## config.mk

```make
export PLATFORM = sky130hd
export DESIGN_NAME = laser_safety_fault_monitor
export DESIGN_NICKNAME = d
export VERILOG_FILES = /design/src/rtl/lsfm_pkg.sv /design/src/rtl/laser_safety_fault_monitor.sv /design/src/rtl/lsfm_ram.sv /design/src/rtl/lsfm_window.sv /design/src/rtl/lsfm_fault.sv /design/src/rtl/lsfm_rsp_fifo.sv
export SDC_FILE = /design/constraint.sdc
export NUM_CORES = 2
export LEC_CHECK = 0
export BUFFER_PORTS_ARGS = -buffer_cell sky130_fd_sc_hd__buf_4
export CELL_PAD_IN_SITES_DETAIL_PLACEMENT = 0
export CELL_PAD_IN_SITES_GLOBAL_PLACEMENT = 1
export CORE_MARGIN = 4
export CORE_UTILIZATION = 40
export CTS_CLUSTER_DIAMETER = 150
export DETAILED_ROUTE_END_ITERATION = 7
export PLACE_DENSITY = 0.67
export SYNTH_ARGS = -nofsm -noshare
export SYNTH_HDL_FRONTEND = slang
export SYNTH_SLANG_ARGS = --single-unit
```

## constraint.sdc

```tcl
create_clock -name clock -period 9.25 [get_ports clock]
set_clock_uncertainty 0.15 [all_clocks]
set_input_delay 0.4625 -clock clock [delete_from_list [all_inputs] [get_ports clock]]
set_output_delay 0.4625 -clock clock [all_outputs]
set_load 0.02 [all_outputs]
```

## src/rtl/lsfm_pkg.sv

```systemverilog
// ---------------------------------------------------------------------------
// lsfm_pkg
// Types and fixed constants shared by the laser safety fault monitor.
// ---------------------------------------------------------------------------
package lsfm_pkg;

   localparam int FLAME_W    = 12;
   localparam int ANGLE_W    = 9;
   localparam int TEMP_W     = 9;
   localparam int FAULT_W    = 6;
   localparam int CSR_IDX_W  = 4;
   localparam int CSR_DATA_W = 16;

   // fire flag hold time in seconds
   localparam int HOLD_SECONDS = 5;

   // fault word bit positions
   localparam int FB_TEMP = 0;
   localparam int FB_ATT  = 1;
   localparam int FB_FAN  = 2;
   localparam int FB_FIRE = 3;
   localparam int FB_PIN  = 4;
   localparam int FB_IMU  = 5;

   // response queue
   localparam int RSP_FIFO_DEPTH = 8;
   localparam int RSP_CNT_W      = $clog2(RSP_FIFO_DEPTH + 1);

   typedef enum logic [CSR_IDX_W-1:0] {
      CSR_PROTECT_TEMP   = 4'd0,
      CSR_RECOVERY_TEMP  = 4'd1,
      CSR_FIRE_THRESHOLD = 4'd2,
      CSR_ROLL_LOW       = 4'd3,
      CSR_ROLL_HIGH      = 4'd4,
      CSR_PITCH_LOW      = 4'd5,
      CSR_PITCH_HIGH     = 4'd6,
      CSR_IMU_ABSENT     = 4'd7
   } csr_index_type;

   typedef struct packed {
      logic [7:0]                protect_temp;
      logic [7:0]                recovery_temp;
      logic [15:0]               fire_threshold;
      logic signed [ANGLE_W-1:0] roll_low;
      logic signed [ANGLE_W-1:0] roll_high;
      logic signed [ANGLE_W-1:0] pitch_low;
      logic signed [ANGLE_W-1:0] pitch_high;
      logic                      imu_absent;
   } cfg_type;

   // per-sample fields that ride along with the window pipeline
   typedef struct packed {
      logic signed [TEMP_W-1:0]  head_temp;
      logic signed [ANGLE_W-1:0] pitch_deg;
      logic signed [ANGLE_W-1:0] roll_deg;
      logic                      attitude_valid;
      logic                      fan_ok;
      logic                      pin_confirm;
   } item_type;

   // window pipeline -> fault stage
   typedef struct packed {
      logic               valid;
      logic [FLAME_W-1:0] avg;
      item_type           item;
   } avg_stage_type;

   typedef struct packed {
      logic [FAULT_W-1:0] fault_word;
      logic               force_off;
      logic               fault_changed;
      logic               fire_flag;
      logic [FLAME_W-1:0] flame_average;
   } rsp_type;

endpackage

```

## src/rtl/laser_safety_fault_monitor.sv

```systemverilog
// ---------------------------------------------------------------------------
// laser_safety_fault_monitor
// Laser head safety monitor: one request word per sample period in, one
// response word out. Each response carries the six-bit fault word (bit0
// over-temperature with hysteresis, bit1 attitude outside the pitch/roll
// window, bit2 fan, bit3 fire, bit4 unconfirmed PWM pin, bit5 IMU absent),
// force_off when any bit is set, fault_changed when the word differs from
// the previous one, the held fire flag and the flame moving average. The
// fire bit in the fault word is the flag as it stood before this sample, so
// it trails rsp_fire_flag by one word. Fire detection starts with word
// WARMUP_SAMPLES and a raised flag is held for 5 * SAMPLE_RATE words;
// a threshold above THRESHOLD_LIMIT disables detection. Throughput is one
// word per clock while req_ready is high: the window RAM takes one
// read and one write per word. An eight word response queue lets
// requests keep flowing while the consumer stalls; req_ready drops only
// when the queue plus the three pipeline stages would overflow. No
// clearing pass after reset: unwritten window slots read as zero until
// the first wrap. CSR writes only while idle.
// ---------------------------------------------------------------------------
module laser_safety_fault_monitor import lsfm_pkg::*; #(
   parameter int WINDOW_DEPTH    = 64,
   parameter int WARMUP_SAMPLES  = 380,
   parameter int SAMPLE_RATE     = 100,
   parameter int THRESHOLD_LIMIT = 4000
) (
   input  logic                      clock,
   input  logic                      reset,
   // request channel
   input  logic                      req_valid,
   output logic                      req_ready,
   input  logic [FLAME_W-1:0]        req_flame_sample,
   input  logic signed [TEMP_W-1:0]  req_head_temp,
   input  logic signed [ANGLE_W-1:0] req_pitch_deg,
   input  logic signed [ANGLE_W-1:0] req_roll_deg,
   input  logic                      req_attitude_valid,
   input  logic                      req_fan_ok,
   input  logic                      req_pin_confirm,
   // response channel
   output logic                      rsp_valid,
   input  logic                      rsp_ready,
   output logic [FAULT_W-1:0]        rsp_fault_word,
   output logic                      rsp_force_off,
   output logic                      rsp_fault_changed,
   output logic                      rsp_fire_flag,
   output logic [FLAME_W-1:0]        rsp_flame_average,
   // configuration write port
   input  logic                      csr_wr_en,
   input  logic [CSR_IDX_W-1:0]      csr_index,
   input  logic [CSR_DATA_W-1:0]     csr_wdata
);

   localparam cfg_type CFG_RESET = '{
      protect_temp:   8'd55,
      recovery_temp:  8'd45,
      fire_threshold: 16'd1000,
      roll_low:       -9'sd45,
      roll_high:      9'sd45,
      pitch_low:      -9'sd45,
      pitch_high:     9'sd45,
      imu_absent:     1'b0
   };

   cfg_type                cfg_ff, cfg_in;
   logic                   req_fire;
   logic                   rsp_fire;
   item_type               req_item;
   avg_stage_type          avg_stage;
   logic [1:0]             busy_count;
   logic                   rsp_push;
   rsp_type                rsp_word;
   rsp_type                rsp_out;
   logic [RSP_CNT_W-1:0]   rsp_count;
   logic [RSP_CNT_W:0]     occupancy;

   // --- configuration registers -------------------------------------------
   always_comb begin
      cfg_in = cfg_ff;
      if (csr_wr_en) begin
         case (csr_index_type'(csr_index))
            CSR_PROTECT_TEMP:   cfg_in.protect_temp   = csr_wdata[7:0];
            CSR_RECOVERY_TEMP:  cfg_in.recovery_temp  = csr_wdata[7:0];
            CSR_FIRE_THRESHOLD: cfg_in.fire_threshold = csr_wdata;
            CSR_ROLL_LOW:       cfg_in.roll_low       = csr_wdata[ANGLE_W-1:0];
            CSR_ROLL_HIGH:      cfg_in.roll_high      = csr_wdata[ANGLE_W-1:0];
            CSR_PITCH_LOW:      cfg_in.pitch_low      = csr_wdata[ANGLE_W-1:0];
            CSR_PITCH_HIGH:     cfg_in.pitch_high     = csr_wdata[ANGLE_W-1:0];
            CSR_IMU_ABSENT:     cfg_in.imu_absent     = csr_wdata[0];
            default:            cfg_in = cfg_ff;     // unmapped index: ignored
         endcase
      end
   end

   always_ff @(posedge clock) begin
      if (reset) begin
         cfg_ff <= CFG_RESET;
      end else begin
         cfg_ff <= cfg_in;
      end
   end

   // --- request side ------------------------------------------------------
   // Credit check: words in the three window stages plus queued words must
   // leave room for one more, so the queue can never overflow.
   assign occupancy = {1'b0, rsp_count} + (RSP_CNT_W + 1)'(busy_count);
   assign req_ready = (occupancy < (RSP_CNT_W + 1)'(RSP_FIFO_DEPTH));
   assign req_fire  = req_valid & req_ready;

   assign req_item.head_temp      = req_head_temp;
   assign req_item.pitch_deg      = req_pitch_deg;
   assign req_item.roll_deg       = req_roll_deg;
   assign req_item.attitude_valid = req_attitude_valid;
   assign req_item.fan_ok         = req_fan_ok;
   assign req_item.pin_confirm    = req_pin_confirm;

   // --- moving-average window (RAM, running sum, divide) ------------------
   lsfm_window #(
      .WINDOW_DEPTH (WINDOW_DEPTH)
   ) u_window (
      .clock      (clock),
      .reset      (reset),
      .in_valid   (req_fire),
      .in_sample  (req_flame_sample),
      .in_item    (req_item),
      .avg_stage  (avg_stage),
      .busy_count (busy_count)
   );

   // --- fault word and fire detector --------------------------------------
   lsfm_fault #(
      .WARMUP_SAMPLES  (WARMUP_SAMPLES),
      .SAMPLE_RATE     (SAMPLE_RATE),
      .THRESHOLD_LIMIT (THRESHOLD_LIMIT)
   ) u_fault (
      .clock     (clock),
      .reset     (reset),
      .avg_stage (avg_stage),
      .cfg       (cfg_ff),
      .rsp_push  (rsp_push),
      .rsp_word  (rsp_word)
   );

   // --- response queue ----------------------------------------------------
   assign rsp_fire = rsp_valid & rsp_ready;

   lsfm_rsp_fifo #(
      .DEPTH (RSP_FIFO_DEPTH)
   ) u_rsp_fifo (
      .clock     (clock),
      .reset     (reset),
      .push      (rsp_push),
      .push_data (rsp_word),
      .pop       (rsp_fire),
      .out_valid (rsp_valid),
      .out_data  (rsp_out),
      .count     (rsp_count)
   );

   assign rsp_fault_word    = rsp_out.fault_word;
   assign rsp_force_off     = rsp_out.force_off;
   assign rsp_fault_changed = rsp_out.fault_changed;
   assign rsp_fire_flag     = rsp_out.fire_flag;
   assign rsp_flame_average = rsp_out.flame_average;

endmodule

```

## src/rtl/lsfm_ram.sv

```systemverilog
// ---------------------------------------------------------------------------
// lsfm_ram
// Generic simple dual-port RAM: one write port, one registered read port.
// ---------------------------------------------------------------------------
module lsfm_ram #(
   parameter int WIDTH = 12,
   parameter int DEPTH = 64
) (
   input  logic                     clock,
   input  logic                     wr_en,
   input  logic [$clog2(DEPTH)-1:0] wr_addr,
   input  logic [WIDTH-1:0]         wr_data,
   input  logic                     rd_en,
   input  logic [$clog2(DEPTH)-1:0] rd_addr,
   output logic [WIDTH-1:0]         rd_data
);

   logic [WIDTH-1:0] mem_ff [DEPTH];
   logic [WIDTH-1:0] rd_data_ff;

   always_ff @(posedge clock) begin
      if (wr_en) begin
         mem_ff[wr_addr] <= wr_data;
      end
      if (rd_en) begin
         rd_data_ff <= mem_ff[rd_addr];
      end
   end

   assign rd_data = rd_data_ff;

endmodule

```

## src/rtl/lsfm_window.sv

```systemverilog
// ---------------------------------------------------------------------------
// lsfm_window
// Moving-average window: sample RAM, running sum, reciprocal divide.
// ---------------------------------------------------------------------------
module lsfm_window import lsfm_pkg::*; #(
   parameter int WINDOW_DEPTH = 64
) (
   input  logic               clock,
   input  logic               reset,
   input  logic               in_valid,
   input  logic [FLAME_W-1:0] in_sample,
   input  item_type           in_item,
   output avg_stage_type      avg_stage,
   output logic [1:0]         busy_count
);

   localparam int PTR_W  = $clog2(WINDOW_DEPTH);
   localparam int SUM_W  = FLAME_W + PTR_W;
   localparam int SHIFT  = SUM_W + PTR_W;
   localparam int REC_W  = SHIFT - PTR_W + 2;
   localparam int PROD_W = SUM_W + REC_W;
   // ceil(2^SHIFT / depth): exact floor quotient for every sum value
   localparam longint unsigned RECIP_FULL =
      ((64'd1 << SHIFT) + 64'(WINDOW_DEPTH) - 64'd1) / 64'(WINDOW_DEPTH);
   localparam logic [REC_W-1:0] RECIP     = REC_W'(RECIP_FULL);
   localparam logic [PTR_W-1:0] LAST_SLOT = PTR_W'(WINDOW_DEPTH - 1);

   logic [PTR_W-1:0]   ptr_ff, ptr_in;
   logic               wrapped_ff, wrapped_in;
   logic               s1_valid_ff;
   logic [PTR_W-1:0]   s1_ptr_ff;
   logic               s1_old_ok_ff;
   logic [FLAME_W-1:0] s1_sample_ff;
   item_type           s1_item_ff;
   logic [SUM_W-1:0]   sum_ff, sum_in;
   logic               s2_valid_ff;
   logic [SUM_W-1:0]   s2_sum_ff;
   item_type           s2_item_ff;
   logic               s3_valid_ff;
   logic [PROD_W-1:0]  s3_prod_ff;
   item_type           s3_item_ff;
   logic [FLAME_W-1:0] rd_data;
   logic [FLAME_W-1:0] old_sample;

   // slot is read at accept and rewritten in the next cycle; the same slot is
   // read again no earlier than depth (>= 2) words later, so no bypass
   lsfm_ram #(
      .WIDTH (FLAME_W),
      .DEPTH (WINDOW_DEPTH)
   ) u_window_ram (
      .clock   (clock),
      .wr_en   (s1_valid_ff),
      .wr_addr (s1_ptr_ff),
      .wr_data (s1_sample_ff),
      .rd_en   (in_valid),
      .rd_addr (ptr_ff),
      .rd_data (rd_data)
   );

   always_comb begin
      ptr_in     = ptr_ff;
      wrapped_in = wrapped_ff;
      if (in_valid) begin
         if (ptr_ff == LAST_SLOT) begin
            ptr_in     = '0;
            wrapped_in = 1'b1;
         end else begin
            ptr_in = ptr_ff + 1'b1;
         end
      end
   end

   // slots not yet written on the first pass count as zero
   assign old_sample = s1_old_ok_ff ? rd_data : '0;

   always_comb begin
      sum_in = sum_ff;
      if (s1_valid_ff) begin
         sum_in = sum_ff - SUM_W'(old_sample) + SUM_W'(s1_sample_ff);
      end
   end

   always_ff @(posedge clock) begin
      if (reset) begin
         ptr_ff      <= '0;
         wrapped_ff  <= 1'b0;
         sum_ff      <= '0;
         s1_valid_ff <= 1'b0;
         s2_valid_ff <= 1'b0;
         s3_valid_ff <= 1'b0;
      end else begin
         ptr_ff      <= ptr_in;
         wrapped_ff  <= wrapped_in;
         sum_ff      <= sum_in;
         s1_valid_ff <= in_valid;
         s2_valid_ff <= s1_valid_ff;
         s3_valid_ff <= s2_valid_ff;
      end
   end

   always_ff @(posedge clock) begin
      s1_ptr_ff    <= ptr_ff;
      s1_old_ok_ff <= wrapped_ff;
      s1_sample_ff <= in_sample;
      s1_item_ff   <= in_item;
      s2_sum_ff    <= sum_in;
      s2_item_ff   <= s1_item_ff;
      s3_prod_ff   <= PROD_W'(s2_sum_ff) * PROD_W'(RECIP);
      s3_item_ff   <= s2_item_ff;
   end

   assign avg_stage.valid = s3_valid_ff;
   assign avg_stage.avg   = s3_prod_ff[SHIFT +: FLAME_W];
   assign avg_stage.item  = s3_item_ff;

   assign busy_count = {1'b0, s1_valid_ff} + {1'b0, s2_valid_ff} + {1'b0, s3_valid_ff};

endmodule

```

## src/rtl/lsfm_fault.sv

```systemverilog
// ---------------------------------------------------------------------------
// lsfm_fault
// Fault word evaluation and flame detector hold logic.
// ---------------------------------------------------------------------------
module lsfm_fault import lsfm_pkg::*; #(
   parameter int WARMUP_SAMPLES  = 380,
   parameter int SAMPLE_RATE     = 100,
   parameter int THRESHOLD_LIMIT = 4000
) (
   input  logic          clock,
   input  logic          reset,
   input  avg_stage_type avg_stage,
   input  cfg_type       cfg,
   output logic          rsp_push,
   output rsp_type       rsp_word
);

   localparam int WARM_W    = $clog2(WARMUP_SAMPLES + 1);
   localparam int HOLD_LOAD = HOLD_SECONDS * SAMPLE_RATE;
   localparam int HOLD_W    = $clog2(HOLD_LOAD + 1);
   localparam logic [WARM_W-1:0] WARM_TARGET = WARM_W'(WARMUP_SAMPLES);
   localparam logic [HOLD_W-1:0] HOLD_INIT   = HOLD_W'(HOLD_LOAD);
   localparam logic [15:0]       LIMIT       = 16'(THRESHOLD_LIMIT);
   localparam logic [FAULT_W-1:0] FAULT_RESET = FAULT_W'(1) << FB_PIN;

   logic [FAULT_W-1:0]        fault_ff, fault_in;
   logic [FAULT_W-1:0]        last_ff;
   logic signed [ANGLE_W-1:0] pitch_ff, pitch_in;
   logic signed [ANGLE_W-1:0] roll_ff, roll_in;
   logic [WARM_W-1:0]         warm_ff, warm_in;
   logic [HOLD_W-1:0]         hold_ff, hold_in, hold_base;
   logic                      fire_ff, fire_in;
   logic signed [TEMP_W:0]    temp_x;
   logic signed [TEMP_W:0]    protect_x;
   logic signed [TEMP_W:0]    recovery_x;
   logic                      detect_on;
   logic                      trigger;
   item_type                  item;

   assign item       = avg_stage.item;
   assign temp_x     = {item.head_temp[TEMP_W-1], item.head_temp};
   assign protect_x  = $signed({2'b00, cfg.protect_temp});
   assign recovery_x = $signed({2'b00, cfg.recovery_temp});

   // fault word; fire bit uses the flag from the previous sample
   always_comb begin
      fault_in = fault_ff;
      pitch_in = pitch_ff;
      roll_in  = roll_ff;
      if (item.pin_confirm) begin
         fault_in[FB_PIN] = 1'b0;
      end
      if (cfg.imu_absent) begin
         fault_in[FB_IMU] = 1'b1;
      end
      if (!fault_in[FB_IMU] && item.attitude_valid) begin
         pitch_in = item.pitch_deg;
         roll_in  = item.roll_deg;
      end
      if (temp_x > protect_x) begin
         fault_in[FB_TEMP] = 1'b1;
      end else if (temp_x < recovery_x) begin
         fault_in[FB_TEMP] = 1'b0;
      end
      fault_in[FB_ATT]  = ($signed(roll_in) <= $signed(cfg.roll_low))
                       || ($signed(roll_in) >= $signed(cfg.roll_high))
                       || ($signed(pitch_in) <= $signed(cfg.pitch_low))
                       || ($signed(pitch_in) >= $signed(cfg.pitch_high));
      fault_in[FB_FAN]  = !item.fan_ok;
      fault_in[FB_FIRE] = fire_ff;
   end

   // flame detector
   assign detect_on = (cfg.fire_threshold <= LIMIT);
   assign trigger   = detect_on && ({4'b0000, avg_stage.avg} <= cfg.fire_threshold);
   assign hold_base = detect_on ? hold_ff : '0;

   always_comb begin
      warm_in = warm_ff;
      hold_in = hold_ff;
      fire_in = fire_ff;
      if (warm_ff < WARM_TARGET) begin
         warm_in = warm_ff + 1'b1;
      end
      if (warm_in >= WARM_TARGET) begin
         if (trigger) begin
            fire_in = 1'b1;
            hold_in = HOLD_INIT;
         end else if (hold_base != '0) begin
            hold_in = hold_base - 1'b1;
         end else begin
            hold_in = hold_base;
            fire_in = 1'b0;
         end
      end
   end

   always_ff @(posedge clock) begin
      if (reset) begin
         fault_ff <= FAULT_RESET;
         last_ff  <= '0;
         pitch_ff <= '0;
         roll_ff  <= '0;
         warm_ff  <= '0;
         hold_ff  <= '0;
         fire_ff  <= 1'b0;
      end else if (avg_stage.valid) begin
         fault_ff <= fault_in;
         last_ff  <= fault_in;
         pitch_ff <= pitch_in;
         roll_ff  <= roll_in;
         warm_ff  <= warm_in;
         hold_ff  <= hold_in;
         fire_ff  <= fire_in;
      end
   end

   assign rsp_push               = avg_stage.valid;
   assign rsp_word.fault_word    = fault_in;
   assign rsp_word.force_off     = (fault_in != '0);
   assign rsp_word.fault_changed = (fault_in != last_ff);
   assign rsp_word.fire_flag     = fire_in;
   assign rsp_word.flame_average = avg_stage.avg;

endmodule

```

## src/rtl/lsfm_rsp_fifo.sv

```systemverilog
// ---------------------------------------------------------------------------
// lsfm_rsp_fifo
// Response queue; absorbs words in flight while the consumer stalls.
// ---------------------------------------------------------------------------
module lsfm_rsp_fifo import lsfm_pkg::*; #(
   parameter int DEPTH = 8
) (
   input  logic                         clock,
   input  logic                         reset,
   input  logic                         push,
   input  rsp_type                      push_data,
   input  logic                         pop,
   output logic                         out_valid,
   output rsp_type                      out_data,
   output logic [$clog2(DEPTH+1)-1:0]   count
);

   localparam int ADDR_W = $clog2(DEPTH);
   localparam int CNT_W  = $clog2(DEPTH + 1);
   localparam logic [ADDR_W-1:0] LAST = ADDR_W'(DEPTH - 1);

   rsp_type           entry_ff [DEPTH];
   logic [ADDR_W-1:0] wr_ptr_ff, rd_ptr_ff;
   logic [CNT_W-1:0]  count_ff;

   always_ff @(posedge clock) begin
      if (reset) begin
         wr_ptr_ff <= '0;
         rd_ptr_ff <= '0;
         count_ff  <= '0;
      end else begin
         if (push) begin
            wr_ptr_ff <= (wr_ptr_ff == LAST) ? '0 : wr_ptr_ff + 1'b1;
         end
         if (pop) begin
            rd_ptr_ff <= (rd_ptr_ff == LAST) ? '0 : rd_ptr_ff + 1'b1;
         end
         case ({push, pop})
            2'b10:   count_ff <= count_ff + 1'b1;
            2'b01:   count_ff <= count_ff - 1'b1;
            default: count_ff <= count_ff;
         endcase
      end
   end

   always_ff @(posedge clock) begin
      if (push) begin
         entry_ff[wr_ptr_ff] <= push_data;
      end
   end

   assign out_valid = (count_ff != '0);
   assign out_data  = entry_ff[rd_ptr_ff];
   assign count     = count_ff;

endmodule

```

# Word level (Yosys, flattened, before mapping)
# Memories as Yosys holds them, arrays and structs flattened. A register that Yosys moved wholly into a read port is not among the register bits.
# Cells that the tools add are included.
[totals] regBits=301 latchBits=0 ram_bits=936 romBits=0 mem_count=2
[op_classes] n_addsub=12 mul=0 div_mod_pow=0 n_lt_le_gt_ge=11 n_eq_ne=13 shift=0 mux=25 n_bitwise=2 n_reduce_logical=22
[mem_list] name="u_window.u_window_ram.mem_ff" depth=64 width=12 rd=1 rd_ports_with_merged_regs=1 wr=1 line_no="lsfm_ram.sv:18" rtl="logic [WIDTH-1:0] mem_ff [DEPTH];"
[mem_list] name="u_rsp_fifo.entry_ff" depth=8 width=21 rd=1 rd_ports_with_merged_regs=1 wr=1 line_no="lsfm_rsp_fifo.sv:22" rtl="rsp_type entry_ff [DEPTH];"
[op_table] op="$mux 9" count=6
[op_table] op="$reduce_and 2->1" count=10
[op_table] op="$add 18x12->18" count=1
[op_table] op="$ge 9x9->1" count=2
[op_table] op="$le 9x9->1" count=2
[op_table] op="$mux 18" count=1
[op_table] op="$sub 18x12->18" count=1
[op_table] op="$eq 4x3->1 const B" count=4
[op_table] op="$le 12x16->1" count=1
[op_table] op="$le 16x12->1 const B" count=1
[op_table] op="$mux 12" count=1
[op_table] op="$mux 3" count=4
[op_table] op="$mux 1" count=11
[op_table] op="$add 9x1->9 const B" count=1
[op_table] op="$ge 9x9->1 const B" count=1
[op_table] op="$gt 9x9->1" count=1
[op_table] op="$lt 9x9->1" count=1
[op_table] op="$lt 9x9->1 const B" count=1
[op_table] op="$reduce_bool 9->1" count=1
[op_table] op="$sub 9x1->9 const B" count=1
[op_table] op="$eq 4x2->1 const B" count=2
[op_table] op="$pmux 4 s2" count=1
[op_table] op="$add 3x1->3 const B" count=2
[op_table] op="$add 6x1->6 const B" count=1
[op_table] op="21 further kinds" count=27

# Logic depth before layout (Yosys ltp)
[depth] ltp_word=9 depth_mapped=13 ltp_nobuf=13

# Cells and area by module
# A second synthesis with hierarchy kept.
[unflattened] hier_cells=2903 hier_area_um2=49210.9
[by_module_without_submodules] mod="lsfm_ram" instances=1 cells_per_inst=1339 area_per_inst_um2=29971.2 seq_area_each_um2=23422.5
[by_module_without_submodules] mod="lsfm_rsp_fifo" instances=1 cells_per_inst=318 area_per_inst_um2=7109.3 seq_area_each_um2=5305.1
[by_module_without_submodules] mod="lsfm_window" instances=1 cells_per_inst=449 area_per_inst_um2=5121.2 seq_area_each_um2=3223.1
[by_module_without_submodules] mod="lsfm_fault" instances=1 cells_per_inst=526 area_per_inst_um2=4216.5 seq_area_each_um2=880.8
[by_module_without_submodules] mod="laser_safety_fault_monitor" instances=1 cells_per_inst=271 area_per_inst_um2=2792.7 seq_area_each_um2=1381.3

# Least setup slack after synthesis
# No wires, ideal clock.
[synth_timing] path_kind="flip-flop to flip-flop" startpoint="reg cfg_ff[0] in the netlist's numbering" endpoint="mem u_rsp_fifo.entry_ff[0][14] in the netlist's numbering, data pin" setup_ps=301 arrival_ps=3763 required_time_ps=8799 setup_slack_ps=5035 path_stages_with_launch=13 period_less_slack_ps=4215 path_cell_list="dfxtp_1 > or2_2 > nor2_1 > buf_2 > mux2_2 > ha_1 > a211oi_1 > nor2_1 > o31ai_1 > o21ai_0 > nor4_1 > inv_1 > or4_1"
[synth_rtl] element="start, declared" line_no="laser_safety_fault_monitor.sv:63" rtl="cfg_type cfg_ff, cfg_in;"
[synth_rtl] element="start signal, assigned" line_no="laser_safety_fault_monitor.sv:97" rtl="cfg_ff <= cfg_in;"
[synth_rtl] element="end, declared" line_no="lsfm_rsp_fifo.sv:22"

==> metrics.csv <==
metric,value,unit
post_drt_wl_per_cell,24.1,µm
grt_pass1_wl,169000,µm
cts_buffers,130,
synth.top_cell.area_share,59.0,%
num_io_pins,90,
setup_violations,0,
synth_commonest_cells,"edfxtp_1 (948), mux4_2 (294), dfxtp_1 (287), nor2_1 (195), nand2_1 (138)",
synth_seq_area_share,70.9,%
path_class,flip-flop to flip-flop,
drt_iter0_drc,2101,
crit_arrival,5.03,ns
status,"finished, final reports clean",
die_area,0.126,mm²
fmax,211,MHz
tritoncts,done,
synth_warnings,0,
p_leak,18.7,nW
peakVddDrop,185,µV
synthTopCellsByArea,"edfxtp_1 (59%), mux4_2 (14%), dfxtp_1 (12%), ha_1 (2.4%), nor2_1 (1.5%)",
min_period_over_period,51.3,%
ys_types,65,
viasPerCell,5.35,
synth.largest_area_cell,edfxtp_1,
vias,25158,
final_max_slew_viol_count,0,
syn-num-nets,2925,
grt_max_degree,134,
hp-start,csr_index[3],
overflow,0,
cp-start-kind,flip-flop,
row_count,127,
fin_setup_tns,0,ns
cp.required,9.53,ns
portBuffers,89,
period_needed,4.75,ns
cp-end-kind,flip-flop,
synth_ff_type,edfxtp_1,
htreeDepth,4,
grt_usage,18.1,%
fp.coreArea,0.120,mm²
die_x,355,µm
drive_above_1_share,24.4,%
tightest_slew,1.17,ns
start_util,40.3,%
min_path_cells,5,
ys_ff_latch,1235,
utilization,46.7,%
clock_sinks,1235,
syn_avg_cell_area,17.5,µm²
worst_skew_pair.late_latency,0.76,ns
hold_end,cfg_ff[61],
place.gp.congestion,0.823,
layout.nets,3153,
synthMostInstantiatedCell,edfxtp_1,
power_density,225,mW/mm²
cts_root_buffer,clkbuf_16,
synth-edff-count,948,
fp.dieH,355,µm
path_clk_slew,0.06,ns
maxSlewHeadroom,22.0,%
regToRegSetupSlack,4.50,ns
ff2ff_path_depth,12,
grt_setup_unrepaired,no,
drtPass1Iterations,5,
r2r_start,cfg_ff[0],
hold_buffers,63,
post_cts_resized,0,
antenna_found_initial,7,
ant_nets,0,
timing.rr.end,u_rsp_fifo.entry_ff[7][14],
dp_hpwl,67300,µm
routed_wirelength,113000,µm
max-clock-path-buffers,3,
netlist_area,0.0483,mm²
postSynthCellCount,2752,
drc,0,
postCtsSetupBuffers,0,
worstPathMaxFanout,18,
grt_pass1_vias,26110,
hp-class,input port to flip-flop,
cap_viol_max_count,0,
final-hold-violation-count,0,
ys_async_sr_fraction,0,%
syn_to_final_growth,16.0,%
## worst max-delay path: stages (launching register included)
cell	delay (ns)
dfxtp_1	0.32
or2_2	0.42
nor2_2	0.83
mux2_2	0.46
ha_1	0.32
nand2b_1	0.11
o221ai_1	0.10
nor4_1	0.29
o211ai_1	0.16
nor4_1	0.30
buf_4	0.21
inv_1	0.14
or4_1	0.63
## flip-flops by register name (all words and copies together), names as in the netlist, 3 cells and up, named ones only
signal / count
u_rsp_fifo.count: 4
u_fault.last_ff: 6
u_rsp_fifo.wr_ptr_ff: 3
u_window.s1_sample_ff: 12
cfg_ff: 69
u_fault.pitch_ff: 9
u_fault.roll_ff: 9
u_window.sum_ff: 12
u_window.ptr_ff: 6
u_window.s1_item_ff: 30
u_window.avg_stage: 30
u_fault.warm_ff: 9
u_window.u_window_ram.rd_data: 12
u_window.s2_sum_ff: 12
u_fault.hold_ff: 9
u_window.s3_prod_ff: 12
u_rsp_fifo.rd_ptr_ff: 3
u_window.u_window_ram.mem_ff: 768
u_window.s2_item_ff: 30
u_rsp_fifo.entry_ff: 168
u_window.s1_ptr_ff: 6
## layout by cell type, fill, tap and decap left out, types with 13 or more instances in the layout
master           n
a211oi_1        19
a21o_1          13
a21oi_1         68
and2_1          22
buf_4          158
clkbuf_1        18
clkbuf_16      131
clkinv_1        28
clkinv_2        21
dfxtp_1        268
dfxtp_2         15
dlygate4sd3_1   63
edfxtp_1       948
fa_1            14
ha_1            92
inv_1          135
mux2_2          40
mux2i_1         49
mux4_2         294
nand2_1        138
nand2b_1        16
nand3_1         22
nor2_1         162
nor2_2          30
nor2b_1         16
nor3_1          46
o211ai_1        29
o21ai_0         31
xor2_1          17
## stage by stage
stage,cell area (µm²),instances,power [mW],setup slack [ns],hold slack (ns)
final,56000,4702,12.6,4.50,0.0873
after CTS,56000,4699,12.8,4.49,0.0192
after global routing,56000,4699,13.1,4.25,0.0719
after floorplan,48300,2752,7.20,5.04,0.160
after detailed placement,51100,4397,7.60,4.52,0.162
after global placement,51100,4397,7.57,4.64,0.163
## metal layers
layer / wire, µm / global-route usage, %
met4: 3850 / 6.59
met5: 11 / 0
met1: 47100 / 24.0
met3: 6970 / 3.60
met2: 55400 / 29.7
## cell type report
class	instances	area, µm²
fill	10143	63800
tap	1612	2020
clock buffer	154	3410
antenna	3	7.51
sequential	1235	34200
timing repair buffer	222	1840
multi-input combinational	1255	13200
inverter	136	510
clock inverter	85	812
## logic make-up after synthesis
kind of cell             share of synthesized area [%]
flip-flops                                        70.9
XOR/XNOR                                         0.472
adder cells (fa/ha/maj)                           2.96
multiplexers                                      15.7
AND/OR/NAND/NOR                                   4.98
AO/OA/AOI/OAI                                     2.92
buffers and inverters                             2.15
## power breakdown
part / total (mW) / switching, mW / internal [mW]
sequential: 6.28 / 0.149 / 6.13
clock: 5.11 / 2.21 / 2.90
combinational: 1.21 / 0.633 / 0.581
total: 12.6 / 2.99 / 9.61
## worst max-delay path by stage
| stage | startpoint | end | slack, ns | cells past startpoint |
|---|---|---|---|---|
| 2_1_floorplan | cfg_ff[0] | u_rsp_fifo.entry_ff[0][14] | 5.04 | 12 |
| 3_3_place_gp | cfg_ff[0] | u_rsp_fifo.entry_ff[0][14] | 4.64 | 12 |
| 3_5_place_dp | cfg_ff[0] | u_rsp_fifo.entry_ff[4][14] | 4.52 | 12 |
| 4_1_cts | cfg_ff[0] | u_rsp_fifo.entry_ff[3][14] | 4.49 | 12 |
| 5_1_grt | cfg_ff[0] | u_rsp_fifo.entry_ff[7][14] | 4.25 | 12 |
| 6_report | cfg_ff[0] | u_rsp_fifo.entry_ff[7][14] | 4.50 | 12 |
No activity file was read; power rests on OpenSTA's default activity.
